$ cat src/sv/xoodoo_pkg.sv
// shared types, constants and round function of the xoodoo permutation core
`timescale 1ns / 1ps

package xoodoo_pkg;

    localparam int LANE_COUNT  = 12;
    localparam int ROUND_TOTAL = 12;
    localparam int LANE_W      = 32;
    localparam int IDX_W       = 4;
    localparam int RC_IDX_W    = 4;

    typedef logic [LANE_COUNT-1:0][LANE_W-1:0] lanes_t;

    typedef enum logic [2:0] {
        ACT_READ      = 3'd0,
        ACT_XOR       = 3'd1,
        ACT_OVERWRITE = 3'd2,
        ACT_EXTRACT   = 3'd3,
        ACT_CLEAR     = 3'd4,
        ACT_PERMUTE   = 3'd5
    } action_t;

    localparam logic [RC_IDX_W-1:0] RC_IDX_LAST = RC_IDX_W'(ROUND_TOTAL - 1);

    typedef struct packed {
        logic                exec_item;
        logic                round_en;
        logic                round_last;
        logic [RC_IDX_W-1:0] rc_index;
    } xoodoo_cmd_t;

    function automatic logic [LANE_W-1:0] rc_lookup(input logic [RC_IDX_W-1:0] i);
        logic [LANE_W-1:0] rc;
        case (i)
            4'd0:    rc = 32'h0000_0058;
            4'd1:    rc = 32'h0000_0038;
            4'd2:    rc = 32'h0000_03C0;
            4'd3:    rc = 32'h0000_00D0;
            4'd4:    rc = 32'h0000_0120;
            4'd5:    rc = 32'h0000_0014;
            4'd6:    rc = 32'h0000_0060;
            4'd7:    rc = 32'h0000_002C;
            4'd8:    rc = 32'h0000_0380;
            4'd9:    rc = 32'h0000_00F0;
            4'd10:   rc = 32'h0000_01A0;
            4'd11:   rc = 32'h0000_0012;
            default: rc = '0;
        endcase
        return rc;
    endfunction

    function automatic logic [LANE_W-1:0] rotl(input logic [LANE_W-1:0] v, input int n);
        return (v << n) | (v >> (LANE_W - n));
    endfunction

    function automatic lanes_t xoodoo_round(input lanes_t a, input logic [LANE_W-1:0] rc);
        logic [3:0][LANE_W-1:0] p;
        logic [3:0][LANE_W-1:0] e;
        lanes_t t;
        lanes_t b;
        lanes_t c;
        lanes_t r;
        // theta
        for (int x = 0; x < 4; x++)
        begin
            p[x] = a[x] ^ a[4+x] ^ a[8+x];
        end
        for (int x = 0; x < 4; x++)
        begin
            e[x] = rotl(p[(x+3)%4], 5) ^ rotl(p[(x+3)%4], 14);
        end
        for (int x = 0; x < LANE_COUNT; x++)
        begin
            t[x] = a[x] ^ e[x%4];
        end
        // rho-west
        for (int x = 0; x < 4; x++)
        begin
            b[x]   = t[x];
            b[4+x] = t[4+((x+3)%4)];
            b[8+x] = rotl(t[8+x], 11);
        end
        // iota
        b[0] = b[0] ^ rc;
        // chi
        for (int x = 0; x < 4; x++)
        begin
            c[x]   = b[x]   ^ (~b[4+x] & b[8+x]);
            c[4+x] = b[4+x] ^ (~b[8+x] & b[x]);
            c[8+x] = b[8+x] ^ (~b[x]   & b[4+x]);
        end
        // rho-east
        for (int x = 0; x < 4; x++)
        begin
            r[x]   = c[x];
            r[4+x] = rotl(c[4+x], 1);
            r[8+x] = rotl(c[8+((x+2)%4)], 8);
        end
        return r;
    endfunction

endpackage

$ cat src/sv/xoodoo_ctrl.sv
// controller: handshakes, round sequencing and the round count register
`timescale 1ns / 1ps

module xoodoo_ctrl (
    input  logic                  clk,
    input  logic                  rst_n,
    input  logic                  item_valid,
    output logic                  item_ready,
    input  logic [2:0]            action,
    output logic                  result_valid,
    input  logic                  result_ready,
    input  logic                  psel,
    input  logic                  penable,
    input  logic                  pwrite,
    input  logic [2:0]            paddr,
    input  logic [31:0]           pwdata,
    output logic [31:0]           prdata,
    output logic                  pready,
    output xoodoo_pkg::xoodoo_cmd_t cmd
);
    import xoodoo_pkg::*;

    typedef enum logic {
        ST_IDLE,
        ST_RUN
    } state_t;

    state_t                state_reg;
    state_t                state_next;
    logic                  out_valid_reg;
    logic                  out_valid_next;
    logic [RC_IDX_W-1:0]   rc_idx_reg;
    logic [RC_IDX_W-1:0]   rc_idx_next;
    logic [3:0]            round_count_reg;
    logic [3:0]            round_count_next;
    logic [3:0]            rounds_eff;
    logic                  accept;
    logic                  start_run;
    logic                  reg_sel;

    assign reg_sel = (paddr[2] == 1'b0);
    assign pready  = 1'b1;
    assign prdata  = reg_sel ? {28'd0, round_count_reg} : '0;

    assign rounds_eff = (round_count_reg > 4'(ROUND_TOTAL)) ? 4'(ROUND_TOTAL)
                                                            : round_count_reg;

    assign item_ready   = (state_reg == ST_IDLE) && (!out_valid_reg || result_ready);
    assign result_valid = out_valid_reg;
    assign accept       = item_valid && item_ready;
    assign start_run    = accept && (action == ACT_PERMUTE) && (rounds_eff != 4'd0);

    always_comb
    begin
        cmd.exec_item  = accept && !start_run;
        cmd.round_en   = (state_reg == ST_RUN);
        cmd.round_last = (state_reg == ST_RUN) && (rc_idx_reg == RC_IDX_LAST);
        cmd.rc_index   = rc_idx_reg;
    end

    always_comb
    begin
        state_next       = state_reg;
        out_valid_next   = out_valid_reg;
        rc_idx_next      = rc_idx_reg;
        round_count_next = round_count_reg;
        if (psel && penable && pwrite && reg_sel)
        begin
            round_count_next = pwdata[3:0];
        end
        if (result_valid && result_ready)
        begin
            out_valid_next = 1'b0;
        end
        case (state_reg)
            ST_IDLE:
            begin
                if (start_run)
                begin
                    state_next  = ST_RUN;
                    rc_idx_next = RC_IDX_W'(ROUND_TOTAL) - rounds_eff;
                end
                else if (accept)
                begin
                    out_valid_next = 1'b1;
                end
            end
            ST_RUN:
            begin
                if (rc_idx_reg == RC_IDX_LAST)
                begin
                    state_next     = ST_IDLE;
                    out_valid_next = 1'b1;
                end
                else
                begin
                    rc_idx_next = rc_idx_reg + 1'b1;
                end
            end
            default:
            begin
                state_next = ST_IDLE;
            end
        endcase
    end

    always_ff @(posedge clk or negedge rst_n)
    begin
        if (!rst_n)
        begin
            state_reg       <= ST_IDLE;
            out_valid_reg   <= 1'b0;
            rc_idx_reg      <= '0;
            round_count_reg <= 4'(ROUND_TOTAL);
        end
        else
        begin
            state_reg       <= state_next;
            out_valid_reg   <= out_valid_next;
            rc_idx_reg      <= rc_idx_next;
            round_count_reg <= round_count_next;
        end
    end

endmodule

$ cat src/sv/xoodoo_dp.sv
// datapath: lane state, lane actions, round logic and result register
`timescale 1ns / 1ps

module xoodoo_dp (
    input  logic                    clk,
    input  logic                    rst_n,
    input  xoodoo_pkg::xoodoo_cmd_t cmd,
    input  logic [2:0]              action,
    input  logic [3:0]              lane_index,
    input  logic [3:0]              byte_enable,
    input  logic [31:0]             word_in,
    output logic [31:0]             lane_out
);
    import xoodoo_pkg::*;

    lanes_t              lanes_reg;
    lanes_t              lanes_next;
    lanes_t              round_lanes;
    logic [IDX_W-1:0]    idx_reg;
    logic [LANE_W-1:0]   lane_out_reg;
    logic [LANE_W-1:0]   lane_out_next;
    logic [LANE_W-1:0]   mask;
    logic [LANE_W-1:0]   data_m;
    logic [LANE_W-1:0]   lane_sel;
    logic [LANE_W-1:0]   item_lane;
    logic [LANE_W-1:0]   item_result;
    logic                lane_valid;
    logic                idx_valid;

    assign mask   = {{8{byte_enable[3]}}, {8{byte_enable[2]}},
                     {8{byte_enable[1]}}, {8{byte_enable[0]}}};
    assign data_m = word_in & mask;

    assign lane_valid = (lane_index < IDX_W'(LANE_COUNT));
    assign idx_valid  = (idx_reg < IDX_W'(LANE_COUNT));
    assign lane_sel   = lane_valid ? lanes_reg[lane_index] : '0;

    assign round_lanes = xoodoo_round(lanes_reg, rc_lookup(cmd.rc_index));

    always_comb
    begin
        lanes_next    = lanes_reg;
        lane_out_next = lane_out_reg;
        item_lane     = lane_sel;
        item_result   = lane_sel;
        if (cmd.exec_item)
        begin
            case (action)
                ACT_XOR:
                begin
                    item_lane   = lane_sel ^ data_m;
                    item_result = item_lane;
                    if (lane_valid)
                    begin
                        lanes_next[lane_index] = item_lane;
                    end
                end
                ACT_OVERWRITE:
                begin
                    item_lane   = (lane_sel & ~mask) | data_m;
                    item_result = item_lane;
                    if (lane_valid)
                    begin
                        lanes_next[lane_index] = item_lane;
                    end
                end
                ACT_EXTRACT:
                begin
                    item_result = lane_sel ^ data_m;
                end
                ACT_CLEAR:
                begin
                    lanes_next  = '0;
                    item_result = '0;
                end
                default:
                begin
                    item_result = lane_sel;
                end
            endcase
            lane_out_next = lane_valid ? item_result : '0;
        end
        else if (cmd.round_en)
        begin
            lanes_next = round_lanes;
            if (cmd.round_last)
            begin
                lane_out_next = idx_valid ? round_lanes[idx_reg] : '0;
            end
        end
    end

    always_ff @(posedge clk or negedge rst_n)
    begin
        if (!rst_n)
        begin
            lanes_reg <= '0;
        end
        else
        begin
            lanes_reg <= lanes_next;
        end
    end

    always_ff @(posedge clk)
    begin
        lane_out_reg <= lane_out_next;
        if (cmd.exec_item || !cmd.round_en)
        begin
            idx_reg <= lane_index;
        end
    end

    assign lane_out = lane_out_reg;

endmodule

$ cat src/sv/xoodoo_permutation_core.sv
// top level of the xoodoo-384 permutation core with lane access
`timescale 1ns / 1ps

// usage:
// item channel (item_valid/item_ready) carries one beat per action: action,
// lane_index, byte_enable and word_in; result channel (result_valid/
// result_ready) returns exactly one beat with lane_out for every item.
// for lane read, xor, overwrite, extract-and-add, clear and zero-round permute,
// lane_out is registered and valid the cycle after accept.
// a permute runs one round per cycle through a single round unit, so it
// runs round_count rounds (1 to 12) before its result beat appears, and
// item_ready stays low meanwhile.
// throughput: one lane access per cycle while the receiver keeps up.
// a new item is taken while a result is being taken in the same cycle; if
// the receiver stalls, the result is held and item_ready drops.
// round_count sits at apb address 0 and must be written only while idle
// (not enforced); values above 12 run 12 rounds, zero makes permute a plain read.
// reset clears all lanes and sets round_count to 12; no clearing pass.

module xoodoo_permutation_core (
    input  logic        clk,
    input  logic        rst_n,
    input  logic        item_valid,
    output logic        item_ready,
    input  logic [2:0]  action,
    input  logic [3:0]  lane_index,
    input  logic [3:0]  byte_enable,
    input  logic [31:0] word_in,
    output logic        result_valid,
    input  logic        result_ready,
    output logic [31:0] lane_out,
    input  logic        psel,
    input  logic        penable,
    input  logic        pwrite,
    input  logic [2:0]  paddr,
    input  logic [31:0] pwdata,
    output logic [31:0] prdata,
    output logic        pready
);
    import xoodoo_pkg::*;

    xoodoo_cmd_t cmd;

    xoodoo_ctrl u_ctrl (
        .clk          (clk),
        .rst_n        (rst_n),
        .item_valid   (item_valid),
        .item_ready   (item_ready),
        .action       (action),
        .result_valid (result_valid),
        .result_ready (result_ready),
        .psel         (psel),
        .penable      (penable),
        .pwrite       (pwrite),
        .paddr        (paddr),
        .pwdata       (pwdata),
        .prdata       (prdata),
        .pready       (pready),
        .cmd          (cmd)
    );

    xoodoo_dp u_dp (
        .clk         (clk),
        .rst_n       (rst_n),
        .cmd         (cmd),
        .action      (action),
        .lane_index  (lane_index),
        .byte_enable (byte_enable),
        .word_in     (word_in),
        .lane_out    (lane_out)
    );

endmodule

$ cat config.mk
export PLATFORM = sky130hd
export DESIGN_NAME = xoodoo_permutation_core
export DESIGN_NICKNAME = d
export VERILOG_FILES = /design/src/sv/xoodoo_pkg.sv /design/src/sv/xoodoo_ctrl.sv /design/src/sv/xoodoo_dp.sv /design/src/sv/xoodoo_permutation_core.sv
export SDC_FILE = /design/constraint.sdc
export NUM_CORES = 2
export LEC_CHECK = 0
export BUFFER_PORTS_ARGS = -buffer_cell sky130_fd_sc_hd__clkbuf_2
export CAP_MARGIN = 0
export CORE_UTILIZATION = 59
export CTS_CLUSTER_DIAMETER = 120
export DETAILED_ROUTE_END_ITERATION = 6
export PLACE_DENSITY_LB_ADDON = 0.2
export SETUP_SLACK_MARGIN = 0.3
export SYNTH_ARGS = -nofsm -noshare
export SYNTH_HDL_FRONTEND = slang
export SYNTH_SLANG_ARGS = --single-unit
$ cat constraint.sdc
create_clock -name clk -period 3.3 [get_ports clk]
set_input_delay 0.33 -clock clk [delete_from_list [all_inputs] [get_ports clk]]
set_output_delay 0.33 -clock clk [all_outputs]
set_load 0.02 [all_outputs]
==> results of run 1 <==
-- metal layers --
layer / overflow / track usage
met4: 17 / 0.757
met1: 0 / 0.850
met3: 0 / 0.752
met5: 0 / 0.536
met2: 9 / 0.919
-- cell families after synthesis --
group | share of synthesized area
AO/OA/AOI/OAI | 0.267
AND/OR/NAND/NOR | 0.130
XOR/XNOR | 0.278
buffers and inverters | 0.0543
flip-flops | 0.225
multiplexers | 0.0436
adder cells (fa/ha/maj) | 0.00231
other | 0.000154
-- stage by stage --
step | hold WS [ns] | area, um2 | setup TNS (ns) | worst slack, ns
floorplan | 0.0344 | 48800 | 0 | 0.404
global placement | 0.374 | 58800 | -0.417 | -0.100
detailed placement | 0.381 | 58800 | -0.765 | -0.125
CTS | 0.0246 | 62100 | 0 | 0.262
-- timing repair --
action,4_1_cts
hold buffers,5
hold endpoints to repair,58
gates resized for setup,198
buffers inserted,38
endpoints found under the setup margin,284
pin swaps,40
cloned,6
==> metrics.csv, run 1 <==
metric,value,unit
lastStage,global routing (5_1_grt),
tool.error,[ERROR GRT-0116] Global routing finished with congestion. Check the congestion regions in the DRC Viewer.,
grt-ovfl-total,26,
syn_inst,5664,
dp.cells,7482,
synthTopCellsByArea,"dfrtp_1 (20%), xnor3_1 (12%), xnor2_1 (8.6%)",
synthFlopType,dfrtp_1,
synth.largest_area_cell,dfrtp_1,
yosysTopAreaCellShare,0.201,
clock_sinks,430,
ctsLongestPathBuffers,3,
grt_max_degree,93,
status,did not finish,
ys_types,86,
die_y,289,um
dp_hpwl,238000,um
ys_warn_count,0,
yosysMostFrequentCell,nand2_1,
rows,105,
dieWidth,289,um
cts_made_buffers,56,
seq_area_frac_synth,0.225,
netlist_area,48700,um2
postSynthAreaPerCell,8.60,um2
synth_edf_count,36,
grt_pass1_vias,59500,
finalWeightedCongestion,1.33,
start_util,0.595,
grt_usage,0.827,
grt_pass1_wl,482000,um
root_buffer,clkbuf_16,
synthArstFlopShare,0.916,
synth_top_cells_by_count,"nand2_1 (953), o21ai_0 (684), xnor2_1 (481)",
cts_htree_levels,2,
ios,152,
ys_seq_elements,430,
io_buffers,92,
==> run 2, diff against run 1 <==
--- a/config.mk
+++ b/config.mk
@@ -7,11 +7,9 @@
 export LEC_CHECK = 0
 export BUFFER_PORTS_ARGS = -buffer_cell sky130_fd_sc_hd__clkbuf_2
 export CAP_MARGIN = 0
-export CORE_UTILIZATION = 59
-export CTS_CLUSTER_DIAMETER = 120
+export CORE_UTILIZATION = 40
 export DETAILED_ROUTE_END_ITERATION = 6
-export PLACE_DENSITY_LB_ADDON = 0.2
-export SETUP_SLACK_MARGIN = 0.3
+export PLACE_DENSITY_LB_ADDON = 0.15
 export SYNTH_ARGS = -nofsm -noshare
 export SYNTH_HDL_FRONTEND = slang
 export SYNTH_SLANG_ARGS = --single-unit
==> constraint.sdc (replaced) <==
create_clock -name clk -period 4.3 [get_ports clk]
set_input_delay 0.43 -clock clk [delete_from_list [all_inputs] [get_ports clk]]
set_output_delay 0.43 -clock clk [all_outputs]
set_load 0.02 [all_outputs]
==> metrics.csv, run 2 <==
metric,value,unit,change
start_util,0.405,,-0.190
failed_checks,"DRC, setup timing",,
coreArea,120000,um2,
worst_hold_slack,0.0141,ns,
area_growth,15.9,%,
worstPathArrival,4.81,ns,
mostFrequentLayoutCell,nand2_1,,
yosysTopAreaCellShare,0.201,,unchanged
drv_cap,0,,
nets,5950,,
synth_top_cells_by_count,"nand2_1 (953), o21ai_0 (684), xnor2_1 (481)",,
synthFlopType,dfrtp_1,,
routed-via-count,55600,,
fill_cells,11700,,
synth_edf_count,36,,unchanged
drv_slew,0,,
cts_tree,yes,,
cts_htree_levels,3,,+1
status,"complete, but fails checks",,
dieArea,123000,um2,
routed_wl,373000,um,
hold_class,in -> reg,,
synthArstFlopShare,0.916,,unchanged
ys_types,86,,unchanged
rsz0062_at_grt,false,,
die_y,351,um,+21%
endpoint_kind,register,,
grt_pass1_wl,481000,um,
skew,0.0298,ns,
synthTopCellsByArea,"dfrtp_1 (20%), xnor3_1 (12%), xnor2_1 (8.6%)",,
r2r_slack,-0.1,ns,
multi_input_comb_area,35600,um2,
ys_warn_count,0,,unchanged
finalHoldViolations,0,,
netlist_area,48700,um2,unchanged
dp_hpwl,277000,um,+16%
clock_sinks,430,,unchanged
largest_reg_flops,384,,
path_clk_slew,0.07,ns,
area.sequential,10900,um2,
ctsResizeCount,0,,-100%
layout_common_cells,"nand2_1 (941), o21ai_0 (684), xnor2_1 (479), buf_4 (479), dfrtp_1 (392)",,
path_class,reg -> reg,,
dr.pass1.iters,7,,
rows,127,,+21%
cts_made_buffers,66,,+18%
finalWeightedCongestion,1.16,,-13%
grt_max_degree,118,,
ant_nets,0,,
ctsLongestPathBuffers,3,,unchanged
crit_fanout,5,,
ys_seq_elements,430,,unchanged
drive_above_1_share,0.168,,
postSynthAreaPerCell,8.60,um2,unchanged
drtIter0Drc,10900,,
max_slew_margin,0.0556,,
layout_setup_ws,-0.0978,ns,
fin_crit,4.40,ns,
drc,18,,
vias_per_cell,7.38,,
ios,152,,unchanged
yosysMostFrequentCell,nand2_1,,
syn_inst,5664,,unchanged
tightest_slew,1.42,ns,
root_buffer,clkbuf_16,,
fin_crit_sh,1.02,,
grt-ovfl-total,0,,
start_kind,register,,
setup_viol,2,,
io_buffers,92,,unchanged
grt_usage,0.595,,
seq_area_frac_synth,0.225,,unchanged
cp.required,4.71,ns,
synth.largest_area_cell,dfrtp_1,,
wl_per_cell,49.5,um,
grt_pass1_vias,49400,,
clock_latency,0.70,ns,
antenna_found_initial,30,,
dieWidth,351,um,+21%
max_freq,227,MHz,
[run 2: cell counts after synthesis]
Identical to the previous run, type by type.
[run 2: final timing paths]
kind                       cells past startpoint                 from                        end
max                                            7  u_dp.lanes_reg[362]           u_dp.lane_out[2]
min                                            2            pwdata[2]  u_ctrl.round_count_reg[2]
max reg2reg                                    7  u_dp.lanes_reg[362]           u_dp.lane_out[2]
min reg2reg                                    2  u_ctrl.result_valid        u_ctrl.result_valid
max in group asynchronous                      3                rst_n        u_dp.lanes_reg[247]
min in group asynchronous                      2                rst_n        u_dp.lanes_reg[172]
[run 2: final cells by class]
cell class	count	share of cell area
antenna	20	0.000886
clock buffer	94	0.0345
clock inverter	24	0.00465
inverter	51	0.00339
multi-input combinational	4667	0.631
sequential	430	0.194
tap	1612	0.0357
timing repair buffer	640	0.0961
[run 2: stage by stage]
step,std cells,util,area [um2],setup slack (ns),TNS (ns)
floorplan,5691,-,48800,0.945,0
global placement,7396,0.451,54200,0.0139,0
detailed placement,7396,0.451,54200,0.0515,0
CTS,7518,0.469,56400,0.361,0
global route,7519,0.469,56400,0.108,0
finish,7538,0.470,56500,-0.0978,-0.0995
[run 2: kinds of logic (layout without fill, tap and decap cells)]
| logic type | count (synthesis) | count (layout) | synth area share |
|---|---|---|---|
| xor+xnor | 1056 | 1056 | 0.278 |
| other cells | 2 | 49 | 0.000154 |
| mux | 124 | 124 | 0.0436 |
| simple gates | 1540 | 1540 | 0.130 |
| buf+inv | 594 | 809 | 0.0543 |
| flops | 430 | 430 | 0.225 |
| compound gates | 1909 | 1909 | 0.267 |
| fa+ha+maj | 9 | 9 | 0.00231 |
[run 2: what timing repair did]
item / CTS / global route
hold buffers: 4 / 0
endpoints found under the hold margin: 75 / 0
buffers inserted: 0 / 0
[run 2: worst max-delay path, stage by stage (launching register included)]
cell and delay (ns):
dfrtp_1 0.50, xnor3_1 0.71, xnor3_1 0.62, buf_4 0.29, xnor2_1 0.96, o22ai_1 0.18
a222oi_1 0.65, nand3_1 0.17
[run 2: routing by layer]
layer	GRT usage	wire length (um)
met5	0.0322	676
met4	0.527	43200
met3	0.352	66700
met2	0.762	135000
met1	0.683	127000
Power of run 2 is left out: the tool's default activity adds up to more than one toggle a clock period on the data nets, which glitch-free logic cannot reach.
